==> src/rtl/core/msb_pkg.sv <==
// msb_pkg: shared types and constants of the merge sort buffer
// command and status structs between controller and datapath
// no dependencies
`default_nettype none

package msb_pkg;

    // width of one stored element
    localparam int DATA_W = 64;

    // controller to datapath commands
    typedef struct packed {
        logic load;         // input transaction accepted
        logic sort_init;    // width one, source is the element store
        logic pass_start;   // set up first run of a merge pass
        logic run_next;     // set up next run of the current pass
        logic merge_write;  // write one merged element
        logic pass_end;     // double width, swap source and destination
        logic out_start;    // rewind read pointer for output
        logic out_next;     // step read pointer after an output transaction
        logic clear;        // drop count and overflow after the run
    } t_cmd;

    // datapath to controller status
    typedef struct packed {
        logic k_last;       // write or read pointer is on the final element
        logic run_done;     // write pointer is on the final element of a run
        logic sort_done;    // merge width covers the whole run
    } t_sts;

endpackage

`default_nettype wire

==> src/rtl/core/msb_ctrl.sv <==
// msb_ctrl: sequencer of the merge sort buffer (load, merge passes, output)
// depends on msb_pkg for the command and status structs
`default_nettype none

module msb_ctrl (
    input  wire logic          i_clk,
    input  wire logic          i_rst_n,
    input  wire logic          i_s_tvalid,
    input  wire logic          i_s_tlast,
    output logic               o_s_tready,
    output logic               o_m_tvalid,
    input  wire logic          i_m_tready,
    output msb_pkg::t_cmd      o_cmd,
    input  wire msb_pkg::t_sts i_sts
);

    import msb_pkg::*;

    localparam logic [2:0] ST_LOAD      = 3'd0;
    localparam logic [2:0] ST_SORT_INIT = 3'd1;
    localparam logic [2:0] ST_PASS_CHK  = 3'd2;
    localparam logic [2:0] ST_MRG_RD    = 3'd3;
    localparam logic [2:0] ST_MRG_WR    = 3'd4;
    localparam logic [2:0] ST_OUT_RD    = 3'd5;
    localparam logic [2:0] ST_OUT_VLD   = 3'd6;

    logic [2:0] r_state;
    logic [2:0] n_state;
    logic       s_acc;

    assign o_s_tready = (r_state == ST_LOAD);
    assign o_m_tvalid = (r_state == ST_OUT_VLD);
    assign s_acc      = i_s_tvalid && o_s_tready;

    // next state and commands
    always_comb begin
        n_state = r_state;
        o_cmd   = '0;
        case (r_state)
            ST_LOAD: begin
                o_cmd.load = s_acc;
                if (s_acc && i_s_tlast) begin
                    n_state = ST_SORT_INIT;
                end
            end
            ST_SORT_INIT: begin
                o_cmd.sort_init = 1'b1;
                n_state         = ST_PASS_CHK;
            end
            ST_PASS_CHK: begin
                if (i_sts.sort_done) begin
                    o_cmd.out_start = 1'b1;
                    n_state         = ST_OUT_RD;
                end else begin
                    o_cmd.pass_start = 1'b1;
                    n_state          = ST_MRG_RD;
                end
            end
            ST_MRG_RD: begin
                // read data of both heads arrives next cycle
                n_state = ST_MRG_WR;
            end
            ST_MRG_WR: begin
                o_cmd.merge_write = 1'b1;
                n_state           = ST_MRG_RD;
                if (i_sts.k_last) begin
                    o_cmd.pass_end = 1'b1;
                    n_state        = ST_PASS_CHK;
                end else if (i_sts.run_done) begin
                    o_cmd.run_next = 1'b1;
                end
            end
            ST_OUT_RD: begin
                n_state = ST_OUT_VLD;
            end
            ST_OUT_VLD: begin
                if (i_m_tready) begin
                    if (i_sts.k_last) begin
                        o_cmd.clear = 1'b1;
                        n_state     = ST_LOAD;
                    end else begin
                        o_cmd.out_next = 1'b1;
                        n_state        = ST_OUT_RD;
                    end
                end
            end
            default: begin
                n_state = ST_LOAD;
            end
        endcase
    end

    // state register
    always_ff @(posedge i_clk) begin
        if (!i_rst_n) begin
            r_state <= ST_LOAD;
        end else begin
            r_state <= n_state;
        end
    end

    // a final input item starts the sort
    a_last_starts_sort: assert property (@(posedge i_clk) disable iff (!i_rst_n)
        s_acc && i_s_tlast |=> r_state == ST_SORT_INIT)
        else $error("last input did not start the sort");

    // the final output transaction reopens the input
    a_end_reopens: assert property (@(posedge i_clk) disable iff (!i_rst_n)
        o_m_tvalid && i_m_tready && i_sts.k_last |=> o_s_tready)
        else $error("input not reopened after end of run");

    // never loading and emitting at once
    a_no_overlap: assert property (@(posedge i_clk) disable iff (!i_rst_n)
        !(o_s_tready && o_m_tvalid))
        else $error("input ready while output valid");

endmodule

`default_nettype wire

==> config.mk <==
export PLATFORM = sky130hd
export DESIGN_NAME = msb_ctrl
export DESIGN_NICKNAME = d
export VERILOG_FILES = /design/src/rtl/core/msb_pkg.sv /design/src/rtl/core/msb_ctrl.sv
export SDC_FILE = /design/constraint.sdc
export NUM_CORES = 1
export LEC_CHECK = 0
export CAP_MARGIN = 20
export CORE_AREA = 2 2 39 41
export CTS_CLUSTER_SIZE = 20
export DETAILED_ROUTE_END_ITERATION = 8
export DIE_AREA = 0 0 41 43
export DONT_BUFFER_PORTS = 1
export HOLD_SLACK_MARGIN = 0.15
export PLACE_DENSITY = 0.34
export SLEW_MARGIN = 20
export SYNTH_ARGS = -nofsm -noshare
export SYNTH_HDL_FRONTEND = slang
export SYNTH_SLANG_ARGS = --single-unit
==> constraint.sdc <==
create_clock -name i_clk -period 1.5 [get_ports i_clk]
set_input_delay 0 -clock i_clk [delete_from_list [all_inputs] [get_ports i_clk]]
set_output_delay 0 -clock i_clk [all_outputs]
set_load 0.05 [all_outputs]
After elaboration in Yosys (flattened, before gate mapping)
Index checks and enable logic that the tools add are counted.

storage, ports and cells
  register bits = 3
  bits of input ports = 8

operators by class
  eq/ne operators = 8
  muxes and demuxes = 19
  reduce and logical (&&, ||, !) cells = 4

operator list
  kind                  count
  $pmux W3 S7           1
  $mux W3               5
  $mux W1               11
  $eq A3 B3 Y1 const B  3
  $eq A3 B2 Y1 const B  2
  $mux W2               2
  $ne A2 B1 Y1 const B  2
  $eq A3 B1 Y1 const B  1
  $logic_not A3 Y1      1
  $logic_and A1 B1 Y1   2
  $reduce_and A2 Y1     1

Logic depth before layout (Yosys ltp)
  depth after elaboration = 5
  mapped depth = 4
  gate-level depth less buffers = 3

Least setup slack after synthesis
No wires, ideal clock.

  kind = reg2out
  start = register r_state[0]
  end = output port o_cmd[8] in the netlist's numbering
  path slack = -0.670 ns
  data required time = 1.500 ns
  buffers on the path = 1
  arrival = 2.170 ns
  cell stages (with the launch flop) = 4
  cells stage by stage = dfxtp_1 > buf_2 > nor3_1 > and2_1

RTL lines
  item                    line            text
  start, declared         msb_ctrl.sv:27  logic [2:0] r_state;
  start signal, assigned  msb_ctrl.sv:98  r_state <= n_state;
  end, declared           msb_ctrl.sv:13  output msb_pkg::t_cmd o_cmd,

Worst setup path in the final report
  start = input port i_s_tvalid
  end = register r_state[2]

between the ends
  longest elaborated chain between the ends = 4

RTL lines
  item                         line            text
  start, declared              msb_ctrl.sv:8   input wire logic i_s_tvalid,
  $logic_and A1 B1 Y1          msb_ctrl.sv:33  assign s_acc = i_s_tvalid && o_s_tready;
  $logic_and A1 B1 Y1          msb_ctrl.sv:42  if (s_acc && i_s_tlast) begin
  $ne A2 B1 Y1 (no line)       --
  $reduce_and A2 Y1 (no line)  --

No other way between the ends.
A chain may end at the register's enable or synchronous reset.

==> results list <==
- CTS root buf: sky130_fd_sc_hd__clkbuf_4
- Final number of setup-violating endpoints: 0
- After synthesis, the mean cell area works out to 7.97 sq um.
* Number of max-cap violations: 0
- Data arrival, critical path: 1.52 ns
- For this design the static power due to leakage is 0.209 nW.
- The worst setup path is captured at a flip-flop.
- Filler Cell Count: 150
- Measured in cells, the most critical reg-to-reg path has a length of 3.
* Count of clock tree sinks: 3
- Fraction of final layout cells sized beyond drive strength 1: 0.451
* Required time of the critical path: 1.65 ns
* Hold WS: 0.158 ns
- Commonest non-fill, non-tap cell in the layout: sky130_fd_sc_hd__dlygate4sd3_1
* Post-route clock period utilization: 0.915
* Area growth, synth to finish: 78.0%
* Number of failing hold endpoints at the final stage: 0
* Worst path bufs/invs: 2
* Library cell appearing most often on the critical path: sky130_fd_sc_hd__dlygate4sd3_1
- Routed wire length per instance: 11.6 um
- Vias in the first global route: 289
- In the routed design, unresolved DRC markers number 0.
- Worst flop-to-flop path startpoint: r_state[0]
* Critical hold path startpoint: i_sts[2]
* Register bit count reported by yosys: 3
- Dominant cells by area after synthesis: sky130_fd_sc_hd__dfxtp_1, sky130_fd_sc_hd__nor3b_1, sky130_fd_sc_hd__and3b_1, sky130_fd_sc_hd__nand2_1, sky130_fd_sc_hd__and2_1
- Source-to-sink clock delay at the later pin of the worst-skew pair: 0.24 ns
- The clock passes through at most 2 buffers.
- VDD IR max: 0.799 mV
- Fin worst setup slack: 0.128 ns
- Summed over all layers, the routed wires come to 776 um.
* Register ranked first by flip-flop count: r_state
- Regs by FF count: r_state: 3 flops
- Most frequent cells in the layout: sky130_fd_sc_hd__dlygate4sd3_1, sky130_fd_sc_hd__buf_4, sky130_fd_sc_hd__nand2_1, sky130_fd_sc_hd__clkbuf_4
* Total iterations of the first detailed-routing run: 1
* Pre-CTS WS: 0.200 ns
- Clock Pin Slew Worst Setup and Hold Paths: 0.03 ns
* Max FFs per register: 3
* Worst slew margin: 0.752
- The signal on the critical path passes through dlygate4sd3_1 > nand2_1 > dlygate4sd3_1 > a21bo_2 > a31oi_1.
- Cell depth of the worst min-delay path: 2
* First-iteration detailed-routing DRC count: 0
- Worst-path fanout max: 2
- Port buffering added 0 buffers.
- Yosys top cell area share: 0.215
- On the worst path, the slowest cell contributes a delay of 0.57 ns.
* CTS tree: done
- In this run the critical register-to-register path is captured at r_state[1].
- IO Count: 19
- The setup path with the least slack is of type input port to flip-flop.
* Pin count of the biggest net entering global routing: 15
- Share of the yosys chip area belonging to registers: 0.215
- Yosys printed 0 warnings.
- Counting every net in the synthesized netlist gives 43.
* Top Family by Delay on Critical Path: buffers and inverters
- Area occupied by multi-input gates: 233 sq um
- Unrepaired setup endpoints after global routing: false
- Status: finished, final reports clean
* H-tree depth: 1
* Site Rows: 14
* Vias: 307
- The synthesized netlist contains 24 unique library cells.
* DP HPWL: 531 um
- For this configuration, the core starts out at a cell density of 0.202.
- Area inside the core boundary: 1380 sq um
- Sequential cell area: 62.6 sq um
- CP Launch Type: input port
- The number of antenna diodes in the final layout is 0.
- In the synthesized netlist, the number of instances is 35.
- Die Width: 41 um
* DR vias/cell: 4.58
- Derived from the worst setup path, the maximum achievable clock frequency is 0.729 GHz.
- Worst Hold Endpoint: o_cmd[1]
* Num CTS Buffers: 3
- The worst hold path belongs to the class input port to output port.
- The die covers 1760 sq um.
* Antenna Nets Post-Route: 0
* Number of nets in the finished design: 60
- The initial antenna violation count came to 0.
- Slew Viols, Final: 0
- In this run the power density over the cells is 2250 nW/um^2.
- On the final layout, the worst clock skew is 0.00731 ns.
- The die is 43 um tall.
- The setup check on the worst reg-to-reg path leaves a slack of 0.31 ns.
- Top cell type by total area after synthesis: sky130_fd_sc_hd__dfxtp_1
- Across every metal layer, demand over resource in global routing totals 0.0972.
* Time the final worst path needs with I/O delays and setup: 1.37 ns
- The slowest stage of the critical path belongs to the cell sky130_fd_sc_hd__dlygate4sd3_1.
- Netlist area before placement: 279 sq um
- GRT Residual Overflow: 0
- Wire length of the first global-routing pass: 1170 um
- At the pin with the least slew margin, the transition time is 0.371 ns.
* Gp weighted congestion: 0.711
through the flow:
step	cells	util	total power [mW]	area, sq um	setup TNS, ns
final	67	0.359	1.12	497	0
after floorplan	35	-	0.813	322	-0.285
after global routing	67	0.359	1.19	497	0
after CTS	67	0.358	1.12	495	0
after global placement	56	0.288	0.958	399	0
after detailed placement	56	0.288	0.964	399	0
power breakdown:
part | switching [mW] | internal, mW | total, mW
sequential | 0.125 | 0.122 | 0.247
combinational | 0.430 | 0.296 | 0.726
clock | 0.0441 | 0.0998 | 0.144
final cells by class:
| type | instances | area share |
|---|---|---|
| Multi-Input combinational cell | 29 | 0.469 |
| Timing Repair Buffer | 15 | 0.312 |
| Sequential cell | 3 | 0.126 |
| Clock buffer | 4 | 0.0529 |
| Tap cell | 16 | 0.0403 |
synth_stat cells:
cell type                  n
sky130_fd_sc_hd__nor2_1    2
sky130_fd_sc_hd__o32a_1    1
sky130_fd_sc_hd__o21ai_0   1
sky130_fd_sc_hd__and2_1    2
sky130_fd_sc_hd__buf_4     1
sky130_fd_sc_hd__nand2b_1  1
sky130_fd_sc_hd__nand2_1   4
sky130_fd_sc_hd__nor3b_2   1
sky130_fd_sc_hd__a21bo_2   1
sky130_fd_sc_hd__nor3b_1   3
sky130_fd_sc_hd__nand3b_1  1
sky130_fd_sc_hd__a21o_1    1
sky130_fd_sc_hd__a211o_1   1
sky130_fd_sc_hd__and3b_1   2
sky130_fd_sc_hd__nor2b_1   1
sky130_fd_sc_hd__xor2_1    1
sky130_fd_sc_hd__and4b_1   1
sky130_fd_sc_hd__dfxtp_1   3
sky130_fd_sc_hd__buf_6     1
sky130_fd_sc_hd__nor3_1    2
sky130_fd_sc_hd__buf_2     1
sky130_fd_sc_hd__a21oi_1   1
sky130_fd_sc_hd__and3_1    1
sky130_fd_sc_hd__a31oi_1   1
worst max-delay path by stage:
stage,slack (ns),to,startpoint,cells past startpoint
2_1_floorplan,-0.18,o_cmd[8],r_state[0],3
5_1_grt,0.07,o_cmd[0],r_state[0],2
3_3_place_gp,0.28,r_state[0],r_state[1],3
3_5_place_dp,0.20,r_state[1],r_state[1],3
6_report,0.13,r_state[2],i_s_tvalid,5
4_1_cts,0.07,o_cmd[0],r_state[1],2
kinds of logic (layout without fill, tap and decap cells):
logic type | Yosys count | after routing | share of synthesized area
XOR/XNOR | 1 | 1 | 0.0314
AO/OA/AOI/OAI | 7 | 7 | 0.188
buffers and inverters | 3 | 19 | 0.0852
flip-flops | 3 | 3 | 0.215
AND/OR/NAND/NOR | 21 | 21 | 0.480
layer usage:
metal | vias up | GRT usage | part of all wire | wire length [um]
li1 | 160 | - | - | -
met1 | 135 | 0.109 | 0.43 | 336
met2 | 12 | 0.147 | 0.50 | 389
met3 | 0 | 0.0524 | 0.064 | 50
met4 | 0 | 0.0400 | 0 | 0
met5 | - | 0 | 0 | 0
worst reg2reg max path, cell delays in order (launching register included):
cell,delay [ns]
sky130_fd_sc_hd__dfxtp_1,0.41
sky130_fd_sc_hd__nand2b_1,0.25
sky130_fd_sc_hd__o32a_1,0.31
sky130_fd_sc_hd__a21oi_1,0.14
repair_timing:
item / 4_1_cts / 5_1_grt
endpoints found under the hold margin: 3 / 0
buffers inserted: 0 / 0
hold buffers: 7 / 0
endpoints found under the setup margin: 0 / 3
gates resized for setup: 0 / 1
No activity file was read; power rests on OpenSTA's default activity.
